### config.mk
export PLATFORM = sky130hd
export DESIGN_NAME = text_console_cursor_engine
export DESIGN_NICKNAME = d
export VERILOG_FILES = /design/src/design/tcce_pkg.sv /design/src/design/text_console_cursor_engine.sv /design/src/design/tcce_cursor.sv
export VERILOG_INCLUDE_DIRS = /design/src /design/src/design
export SDC_FILE = /design/constraint.sdc
export NUM_CORES = 1
export LEC_CHECK = 0
export BUFFER_PORTS_ARGS = -buffer_cell sky130_fd_sc_hd__buf_4
export CAP_MARGIN = 20
export CORE_MARGIN = 3
export CORE_UTILIZATION = 51
export DETAILED_ROUTE_END_ITERATION = 10
export HOLD_SLACK_MARGIN = 0.08
export PLACE_DENSITY = 0.75
export SLEW_MARGIN = 20
export SYNTH_ARGS = -nofsm -noshare
export SYNTH_HDL_FRONTEND = slang
export SYNTH_SLANG_ARGS = --single-unit
### constraint.sdc
create_clock -name aclk -period 4.15 [get_ports aclk]
set_clock_uncertainty 0.2 [all_clocks]
set_input_delay 0.415 -clock aclk [delete_from_list [all_inputs] [get_ports aclk]]
set_output_delay 0.415 -clock aclk [all_outputs]
set_load 0.01 [all_outputs]
### src/design/assert_macros.svh
// ----------------------------------------------------------------------------
// Assertion macros
// Shared concurrent assertion forms for the console cursor engine.
// ----------------------------------------------------------------------------
`ifndef ASSERT_MACROS_SVH
`define ASSERT_MACROS_SVH

// check a condition at every clock edge outside reset
`define ASSERT_ALWAYS(label, clk, rstn, expr, msg) \
    label: assert property (@(posedge clk) disable iff (!rstn) (expr)) else $error(msg);

// check a consequence in the cycle after a trigger
`define ASSERT_NEXT(label, clk, rstn, ante, cons, msg) \
    label: assert property (@(posedge clk) disable iff (!rstn) (ante) |=> (cons)) \
        else $error(msg);

`endif

### src/design/tcce_pkg.sv
// ----------------------------------------------------------------------------
// tcce_pkg
// Types and constants of the text console cursor engine.
// ----------------------------------------------------------------------------
package tcce_pkg;

    localparam int CHAR_W = 8;
    localparam int ATTR_W = 8;
    localparam int ROW_W  = 5;
    localparam int COL_W  = 7;
    localparam int ADDR_W = 13;
    localparam int DATA_W = 16;
    localparam int TAB_ENTRIES = 128;
    localparam int S_TDATA_W = 16;
    localparam int M_TDATA_W = 56;

    localparam logic [CHAR_W-1:0] CH_NUL = 8'h00;
    localparam logic [CHAR_W-1:0] CH_ENQ = 8'h05;
    localparam logic [CHAR_W-1:0] CH_BEL = 8'h07;
    localparam logic [CHAR_W-1:0] CH_BS  = 8'h08;
    localparam logic [CHAR_W-1:0] CH_TAB = 8'h09;
    localparam logic [CHAR_W-1:0] CH_LF  = 8'h0A;
    localparam logic [CHAR_W-1:0] CH_VT  = 8'h0B;
    localparam logic [CHAR_W-1:0] CH_FF  = 8'h0C;
    localparam logic [CHAR_W-1:0] CH_CR  = 8'h0D;
    localparam logic [CHAR_W-1:0] CH_ESC = 8'h1B;
    localparam logic [CHAR_W-1:0] CH_DEL = 8'h7F;

    typedef logic [COL_W:0] tab_table_t [0:TAB_ENTRIES-1];

    typedef struct packed {
        logic [CHAR_W-1:0] char_code;
        logic [ATTR_W-1:0] attribute;
        logic              end_of_string;
    } tcce_item_t;

    typedef struct packed {
        logic              mem_write;
        logic [ADDR_W-1:0] mem_address;
        logic [DATA_W-1:0] mem_data;
        logic [ADDR_W-1:0] screen_start;
        logic              scrolled;
        logic              cursor_update;
        logic [ADDR_W-1:0] cursor_position;
    } tcce_result_t;

endpackage

### src/design/text_console_cursor_engine.sv
// ----------------------------------------------------------------------------
// text_console_cursor_engine
// Character stream to text video memory writes with cursor and scroll.
// ----------------------------------------------------------------------------
// The slave channel takes one item per byte: tdata holds char_code and the
// attribute, tlast marks the last byte of a string. The master channel gives
// exactly one item per input item: the video memory write (tuser set when a
// cell is stored), the display start offset, a scroll flag and the cursor
// cell, with tlast asking for a cursor register load.
// Each item passes through the input register and then the result register.
// Throughput is one item per cycle while m_tready is held high; the cursor
// step is a single pass through the row/column logic and two modulo adds on
// the line base. Reset puts the cursor at row 0, column 0 with start offset 0
// and empties both registers. When the receiver stalls, the result register
// holds and the input register takes one more item before s_tready drops.
// ----------------------------------------------------------------------------
module text_console_cursor_engine #(
    parameter int COLUMNS   = 80,
    parameter int ROWS      = 25,
    parameter int MEM_CELLS = 8192,
    parameter int TAB_STOP  = 8
) (
    input  logic                               aclk,
    input  logic                               aresetn,
    input  logic                               s_tvalid,
    output logic                               s_tready,
    input  logic [tcce_pkg::S_TDATA_W-1:0]     s_tdata,   // char_code, attribute
    input  logic                               s_tlast,   // end_of_string
    output logic                               m_tvalid,
    input  logic                               m_tready,
    // mem_address, mem_data, screen_start, scrolled, cursor_position
    output logic [tcce_pkg::M_TDATA_W-1:0]     m_tdata,
    output logic                               m_tuser,   // mem_write
    output logic                               m_tlast    // cursor_update
);

    logic                   in_valid_reg;
    tcce_pkg::tcce_item_t   in_item_reg;
    logic                   out_valid_reg;
    tcce_pkg::tcce_result_t out_result_reg;
    tcce_pkg::tcce_result_t step_result;
    logic                   step_en;

    assign step_en  = in_valid_reg && (!out_valid_reg || m_tready);
    assign s_tready = !in_valid_reg || step_en;

    always_ff @(posedge aclk) begin
        if (!aresetn) begin
            in_valid_reg <= 1'b0;
        end else if (s_tvalid && s_tready) begin
            in_valid_reg <= 1'b1;
        end else if (step_en) begin
            in_valid_reg <= 1'b0;
        end
    end

    always_ff @(posedge aclk) begin
        if (s_tvalid && s_tready) begin
            in_item_reg.char_code     <= s_tdata[7:0];
            in_item_reg.attribute     <= s_tdata[15:8];
            in_item_reg.end_of_string <= s_tlast;
        end
    end

    tcce_cursor #(
        .COLUMNS   (COLUMNS),
        .ROWS      (ROWS),
        .MEM_CELLS (MEM_CELLS),
        .TAB_STOP  (TAB_STOP)
    ) u_cursor (
        .aclk    (aclk),
        .aresetn (aresetn),
        .step_en (step_en),
        .item    (in_item_reg),
        .result  (step_result)
    );

    always_ff @(posedge aclk) begin
        if (!aresetn) begin
            out_valid_reg <= 1'b0;
        end else if (step_en) begin
            out_valid_reg <= 1'b1;
        end else if (m_tready) begin
            out_valid_reg <= 1'b0;
        end
    end

    always_ff @(posedge aclk) begin
        if (step_en) begin
            out_result_reg <= step_result;
        end
    end

    assign m_tvalid = out_valid_reg;
    assign m_tuser  = out_result_reg.mem_write;
    assign m_tlast  = out_result_reg.cursor_update;
    assign m_tdata  = {out_result_reg.cursor_position,
                       out_result_reg.scrolled,
                       out_result_reg.screen_start,
                       out_result_reg.mem_data,
                       out_result_reg.mem_address};

endmodule

### src/design/tcce_cursor.sv
// ----------------------------------------------------------------------------
// tcce_cursor
// Cursor state and single-pass next-position logic for one character item.
// ----------------------------------------------------------------------------
`include "assert_macros.svh"

module tcce_cursor #(
    parameter int COLUMNS   = 80,
    parameter int ROWS      = 25,
    parameter int MEM_CELLS = 8192,
    parameter int TAB_STOP  = 8
) (
    input  logic                  aclk,
    input  logic                  aresetn,
    input  logic                  step_en,
    input  tcce_pkg::tcce_item_t  item,
    output tcce_pkg::tcce_result_t result
);

    localparam int ADDR_W = tcce_pkg::ADDR_W;
    localparam int COL_W  = tcce_pkg::COL_W;
    localparam int ROW_W  = tcce_pkg::ROW_W;

    localparam logic [ADDR_W:0]  MEM_SIZE  = (ADDR_W+1)'(MEM_CELLS);
    localparam logic [ADDR_W-1:0] ROW_CELLS = ADDR_W'(COLUMNS);
    localparam logic [COL_W:0]   COL_LIMIT = (COL_W+1)'(COLUMNS);
    localparam logic [ROW_W-1:0] LAST_ROW  = ROW_W'(ROWS - 1);

    function automatic tcce_pkg::tab_table_t build_tab_table();
        tcce_pkg::tab_table_t tbl;
        int stop;
        stop = TAB_STOP;
        for (int i = 0; i < tcce_pkg::TAB_ENTRIES; i++) begin
            if (i >= stop) begin
                stop = stop + TAB_STOP;
            end
            tbl[i] = (COL_W+1)'(stop);
        end
        return tbl;
    endfunction

    localparam tcce_pkg::tab_table_t TAB_NEXT = build_tab_table();

    function automatic logic [ADDR_W-1:0] add_wrap(input logic [ADDR_W-1:0] a,
                                                   input logic [ADDR_W-1:0] b);
        logic [ADDR_W:0] sum;
        sum = {1'b0, a} + {1'b0, b};
        if (sum >= MEM_SIZE) begin
            sum = sum - MEM_SIZE;
        end
        return sum[ADDR_W-1:0];
    endfunction

    logic [ROW_W-1:0]  row_reg,   row_next;
    logic [COL_W-1:0]  col_reg,   col_next;
    logic [ADDR_W-1:0] start_reg, start_next;
    logic [ADDR_W-1:0] line_reg,  line_next;

    logic [COL_W:0] col_tmp;
    logic           row_inc;
    logic           wr;
    logic           scroll;

    always_comb begin
        col_tmp = {1'b0, col_reg};
        row_inc = 1'b0;
        wr      = 1'b0;
        case (item.char_code)
            tcce_pkg::CH_NUL, tcce_pkg::CH_ENQ, tcce_pkg::CH_BEL, tcce_pkg::CH_VT,
            tcce_pkg::CH_FF, tcce_pkg::CH_ESC, tcce_pkg::CH_DEL: begin
                col_tmp = {1'b0, col_reg};
            end
            tcce_pkg::CH_BS: begin
                if (col_reg != '0) begin
                    col_tmp = {1'b0, col_reg} - 1'b1;
                end
            end
            tcce_pkg::CH_TAB: begin
                col_tmp = TAB_NEXT[col_reg];
            end
            tcce_pkg::CH_LF: begin
                row_inc = 1'b1;
                col_tmp = '0;
            end
            tcce_pkg::CH_CR: begin
                col_tmp = '0;
            end
            default: begin
                wr      = 1'b1;
                col_tmp = {1'b0, col_reg} + 1'b1;
            end
        endcase

        if (col_tmp >= COL_LIMIT) begin
            col_tmp = '0;
            row_inc = 1'b1;
        end

        scroll     = row_inc && (row_reg == LAST_ROW);
        row_next   = (row_inc && !scroll) ? row_reg + 1'b1 : row_reg;
        col_next   = col_tmp[COL_W-1:0];
        line_next  = row_inc ? add_wrap(line_reg, ROW_CELLS) : line_reg;
        start_next = scroll ? add_wrap(start_reg, ROW_CELLS) : start_reg;

        result.mem_write       = wr;
        result.mem_address     = wr ? add_wrap(line_reg, ADDR_W'(col_reg)) : '0;
        result.mem_data        = wr ? {item.attribute, item.char_code} : '0;
        result.screen_start    = start_next;
        result.scrolled        = scroll;
        result.cursor_update   = item.end_of_string;
        result.cursor_position = add_wrap(line_next, ADDR_W'(col_next));
    end

    always_ff @(posedge aclk) begin
        if (!aresetn) begin
            row_reg   <= '0;
            col_reg   <= '0;
            start_reg <= '0;
            line_reg  <= '0;
        end else if (step_en) begin
            row_reg   <= row_next;
            col_reg   <= col_next;
            start_reg <= start_next;
            line_reg  <= line_next;
        end
    end

    `ASSERT_ALWAYS(a_col_in_range, aclk, aresetn, col_reg < COL_LIMIT[COL_W-1:0],
        "column past edge")
    `ASSERT_ALWAYS(a_row_in_range, aclk, aresetn, row_reg <= LAST_ROW, "row past last row")
    `ASSERT_NEXT(a_scroll_last_row, aclk, aresetn, step_en && scroll,
        row_reg == LAST_ROW && line_reg == $past(line_next), "scroll left row")
    `ASSERT_NEXT(a_hold_when_idle, aclk, aresetn, !step_en,
        $stable(start_reg) && $stable(line_reg), "state moved without item")

endmodule

; Word level (Yosys, flattened, before mapping)
; Memories as Yosys holds them, arrays and structs flattened.
; Index checks and enable logic that the tools add are counted.
[op_classes]
add_sub_neg = 11
order_cmp = 6
n_eq_ne = 11
mux = 18
n_bitwise = 1
reduce_logical = 17
[op_table]
columns = operator, n
row1 = 13-bit 2-to-1 mux, 6
row2 = 14-bit greater-or-equal comparator (second input constant), 4
row3 = 13-bit by 1-bit subtractor with 13-bit output (second input constant), 4
row4 = 8-bit by 4-bit equality test with 1-bit output (second input constant), 6
row5 = 8-bit one-hot mux with 4 select lines, 1
row6 = 13-bit by 7-bit adder with 14-bit output, 2
row7 = 13-bit by 7-bit adder with 14-bit output (second input constant), 2
row8 = 8-bit 2-to-1 mux, 3
row9 = 8-bit by 3-bit equality test with 1-bit output (second input constant), 2
row10 = 11-bit OR reduction, 1
row11 = 7-bit by 1-bit adder with 8-bit output (second input constant), 1
row12 = 8-bit by 5-bit equality test with 1-bit output (second input constant), 1
row13 = 8-bit by 7-bit equality test with 1-bit output (second input constant), 1
row14 = 8-bit by 7-bit greater-or-equal comparator with 1-bit output (second input constant), 1
row15 = 8-bit greater-or-equal comparator (second input constant), 1
row16 = 8-bit zero test, 1
row17 = 7-bit inverter with 8-bit output, 1
row18 = 7-bit by 1-bit subtractor with 8-bit output (second input constant), 1
row19 = 1-bit 2-to-1 mux, 7
row20 = 7-bit 2-to-1 mux, 1
row21 = 7-bit nonzero test, 1
row22 = 7-bit OR reduction, 1
row23 = 5-bit by 1-bit adder with 5-bit output (second input constant), 1
row24 = 5-bit equality test (second input constant), 1
row25 = 6 further kinds, 13
[totals]
ff_bits = 115
rom_bits = 1024
in_bits = 21
out_inout_bits = 60
elab_cells = 81
memories = 1
[mem_list]
columns = memory, depth, word_bits, read_ports, rd_clocked_by_memory_dff, wr, line
row1 = (no name shown), 128, 8, 1, 0, 0, tcce_cursor.sv:79  ; col_tmp = TAB_NEXT[col_reg];

; Longest topological paths before layout
[logic_depth]
word_depth = 11
mapped_depth = 18
depth_no_buf = 16

; Cells and area by module
; From an unflattened synthesis, not the netlist that was laid out.
[hier_totals]
cells_unflattened = 479
area_unflattened_um2 = 5381.4
[by_module_without_submodules]
columns = module, n_inst, cells_per_inst, area_per_inst_um2, seq_area_each_um2
row1 = tcce_cursor, 1, 395, 3025.4, 600.6
row2 = text_console_cursor_engine, 1, 84, 2356.0, 2292.2

; Worst setup path before layout
; No wires, ideal clock.
[synth_timing]
path_type = reg-to-reg
startpoint = reg u_cursor.col_reg[0]
endpoint = reg out_result_reg (netlist bit m_tdata[53]), data pin
setup_time_ns = 0.266
arrival_time_ns = 3.769
required_ns = 3.684
path_slack_ns = -0.084
stages_incl_launch_ff = 18
path_buffers = 1
synth_period_minus_slack_ns = 4.234
path_cell_list = dfxtp_1 > inv_1 > ha_1 > or4b_1 > o31a_1 > a221oi_2 > a2bb2oi_2 > a21oi_4 > nor2_4 > buf_6 > xnor2_1 > ha_1 > fa_1 > a21oi_1 > nor2_1 > o211ai_1 > o31ai_2 > xor2_1
[synth_lines]
columns = element, line
row1 = from (decl), tcce_cursor.sv:55  ; logic [COL_W-1:0] col_reg, col_next;
row2 = from (signal assigned), tcce_cursor.sv:122  ; col_reg <= col_next;
row3 = to (signal assigned), text_console_cursor_engine.sv:90  ; out_result_reg <= step_result;
row4 = to (decl), text_console_cursor_engine.sv:40  ; tcce_pkg::tcce_result_t out_result_reg;

==> reports/results.txt <==
Synthesis produced a netlist whose cell count is 466. Combinational logic is responsible for 8.9% of the overall power. The worst path meets setup with 94.90 ps of slack.

The flip-flop count of the largest register after layout came out at 52. The first detailed-routing pass took 4 iterations. After detailed routing, the number of vias per cell comes to 5.367. For the cell-internal power, the log shows 0.001695 W. Walking the worst path, the cells encountered are inv_2 > ha_4 > or4b_4 > o31a_1 > a221oi_2 > a2bb2oi_2 > a21oi_4 > nor2_4 > buf_6 > nor2_2 > xor2_2 > ha_1 > a21o_1 > o211ai_1 > o22ai_1 > o211ai_1 > xnor2_1.

The maximum number of buffers from clock root to sink was 2; the initial antenna violation count was 0. At the pin with the least slew margin, the transition time is 794.4 ps. At the later pin of the worst-skew pair, clock insertion delay measures 370 ps. The initialized floorplan defines 36 standard-cell rows. The number of global-route vias before repair came out at 3698. Of the total power, the clock network draws 37.2%. The switching part of the total was 20.97%; the final-report setup violation count was 0. TritonCTS built the clock tree. Total global routing track utilization: 19.72%. The instance count after placement with tap cells included was 668; the routed length per instance was 15.35 um. The die is 107.0 um tall.

Cell area after technology mapping: 5206 sq um. The CTS clock-pin slew for the worst setup and hold paths is 100 ps, and the wire length on met1 is 4601 um. The worst hold path belongs to the class in2reg. After detailed routing, the met3 layer carries 592 um of wire. Once placement finished, the instance area stood at 5968 sq um. The tools report the data required time at the worst endpoint as 4070 ps.

The worst setup path is captured at a flop. Final worst hold slack: 101.9 ps. The tools report the cell leakage power as 2.529 nW. Routability-driven placement finished with a final weighted congestion of 0.8682. The overall routed net length came out at 10920 um.

The initial utilization of the core area, before any placement, comes to 52.78%. The signed area change from the synthesized netlist to the final layout works out to 26.05%. Among the stages of the critical path, the cell type that occurs most often is o211ai_1. The run finished with clean final reports. The maximum number of pins on one net before global-route repair is 40.

In the routed design, unresolved DRC markers number 0. The run gives 9 as the number of buffers created by CTS. Setup repair after global routing could not meet its margin everywhere.

The detailed router's first-iteration violation count was 255. The number of synthesized register bits was 103. The highest layer used for signal routing was met4.

The run gives 0.002145 W as the sum of internal, switching and leakage power. In this run the tightest slew margin relative to its limit is 47.04%. In this run the worst path has a maximum fanout of 4.

The horizontal extent of the die works out to 107.0 um. The final max-slew violation count was 0; the number of I/O pins was 81. The cell chosen for the clock root is clkbuf_8. The critical path is of the reg2reg type. The ratio of cells with drive above 1 in the final layout works out to 29.76%.

The die covers 11460 sq um. The relative contribution of sequential cells to total power is 53.9%, and the number of synthesized flops with an enable pin is 71. During synthesis, Yosys emitted a total of 0 warnings. The total via count in the routed design is 3816. The tools report the half-perimeter wire length after placement as 7350 um.

Counting I/O delays and the setup requirement, the final critical path takes 4055 ps. The tools report the arrival time at the worst endpoint as 3980 ps. Startpoint type of the worst setup path: a flop. Among all flip-flop cells after synthesis, the most frequent one is edfxtp_1. Detailed routing placed a total of 5551 um of wire on met2. The tools report the part of the Yosys area used for sequential elements as 53.26%. In this run the standard cell core region covers 9864 sq um. The wire length of the first global-routing pass is 17810 um, and the power density relative to cell area is 326.8 nW/um^2.

Max-cap violations in this run came to 0. OpenSTA, run right after detailed placement, puts the worst setup slack at 26.78 ps. The logs give 3 for the maximum level of the CTS H-tree and 0.2241 mV for the largest voltage drop on the vdd net.

The finished layout holds 711 standard cells, fillers aside. The proportion of synthesized flip-flops having asynchronous set or reset was 0%. The final layout contains 611 nets. During placement, the flow inserted port buffers numbering 76. The antenna cell count is 0, and the share of the cycle needed by the critical path after routing is 97.71%. Once layout is done, the placed cells without fillers occupy 6563 sq um. Switching power total: 0.0004497 W. For this run, the slowest stage of the critical path takes 480 ps. The mean instance size in the synthesized netlist was 11.17 sq um.

The fmax came out at 246.6 MHz. Counting every sink on the clock net gives 103. The tools report the number of nets with antenna violations after detailed routing as 0.

The run gives 0 as the number of hold-slack violations in the final timing report. In this run, distinct cell masters in the synthesized netlist total 71. Aggregate global routing overflow: 0. The cell type of the slowest stage on the worst timing path is or4b_4.
==> layer usage <==
layer | vias to the layer above | global-route usage (%)
met5 | - | 0
met4 | 0 | 8.584
met3 | 18 | 3.251
met2 | 103 | 32.98
met1 | 1809 | 25.27
li1 | 1886 | -
==> critical path, delay by kind of cell (launching register included) <==
family / cells / cell delay, ps
buffers and inverters: 2 / 190
adder cells (fa/ha/maj): 2 / 500
flip-flops: 1 / 330
XOR/XNOR: 2 / 260
AO/OA/AOI/OAI: 8 / 1630
AND/OR/NAND/NOR: 3 / 700
==> worst paths after layout <==
check / slack (ps) / cells past startpoint / startpoint / endpoint
max: 90 / 17 / u_cursor.col_reg[1]$_SDFFE_PN0P_ / m_tdata[54]$_DFFE_PP_
min: 100 / 3 / aresetn / u_cursor.start_reg[5]$_SDFFE_PN0P_
max reg2reg: 90 / 17 / u_cursor.col_reg[1]$_SDFFE_PN0P_ / m_tdata[54]$_DFFE_PP_
min reg2reg: 270 / 0 / in_item_reg[0]$_DFFE_PP_ / m_tlast$_DFFE_PP_
==> kinds of logic after synthesis <==
group	Yosys count	share of synthesized area, %
simple gates	167	17.18
flops	103	53.26
compound gates	80	12.26
buf+inv	50	4.278
xor+xnor	39	6.705
fa+ha+maj	17	4.374
mux	9	1.874
other cells	1	0.07203
==> Yosys cell counts (all sizes together) (5+ instances only) <==
| master | number | area (sq um) |
|---|---|---|
| edfxtp | 71 | 2132 |
| nor2 | 55 | 214.0 |
| dfxtp | 32 | 640.6 |
| nand2 | 24 | 90.09 |
| xnor2 | 24 | 210.2 |
| a21oi | 20 | 111.4 |
| clkbuf | 18 | 67.56 |
| inv | 18 | 67.56 |
| and2 | 16 | 100.1 |
| o21ai | 16 | 95.09 |
| ha | 15 | 187.7 |
| nor3 | 15 | 110.1 |
| xor2 | 15 | 138.9 |
| buf | 14 | 87.58 |
| nand3 | 14 | 70.07 |
| nand4 | 8 | 50.05 |
| nor4 | 8 | 71.32 |
| and3 | 7 | 43.79 |
| or3 | 7 | 43.79 |
| a21o | 6 | 45.04 |
| a221oi | 6 | 58.80 |
| mux2i | 6 | 60.06 |
| o211ai | 5 | 37.54 |
==> power by group through the flow <==
stage | logic [W] | registers (W) | clock network, W
2_1_floorplan | 0.0000822 | 0.00119 | 0
3_3_place_gp | 0.000165 | 0.00118 | 0
3_5_place_dp | 0.000169 | 0.00118 | 0
4_1_cts | 0.000184 | 0.00116 | 0.000810
5_1_grt | 0.000209 | 0.00116 | 0.000850
6_report | 0.000191 | 0.00116 | 0.000797
==> layout make-up <==
cell class,count,area (sq um)
inverters,18,70.07
repair buffers,125,994.7
clock buffers,11,131.4
flip-flops and latches,103,2776
multi-input cells,316,2295
well taps,133,166.4
clock inverters,5,128.9
fillers,756,3302
==> what timing repair did <==
item / in CTS / in global routing
gates resized for setup: 1 / 21
cloned: 0 / 0
hold endpoints to repair: 18 / 0
pin swaps: 0 / 14
hold buffers: 18 / 0
buffers inserted: 1 / 7
setup endpoints to repair: 1 / 5
==> cells in the final DEF, fill, tap and decap left out, types with 7 or more instances in the layout <==
cell type	n
inv_1	14
or3_1	7
ha_1	12
o21ai_0	11
xor2_1	13
clkbuf_8	9
edfxtp_1	71
a21oi_1	18
nand3_1	14
and3_1	7
buf_4	105
and2_1	16
xnor2_1	24
nand2_1	24
nor2_1	50
dfxtp_1	29
nor3_2	7
dlygate4sd3_1	18
nor3_1	8
nand4_1	8
==> metrics by stage <==
stage | TNS (ps) | utilization, %
2_1_floorplan | 0 | -
3_3_place_gp | 0 | 60.50
3_5_place_dp | 0 | 60.50
4_1_cts | 0 | 65.11
5_1_grt | -261.1 | 66.53
6_report | 0 | 66.53
(Power assumes the default switching activity.)
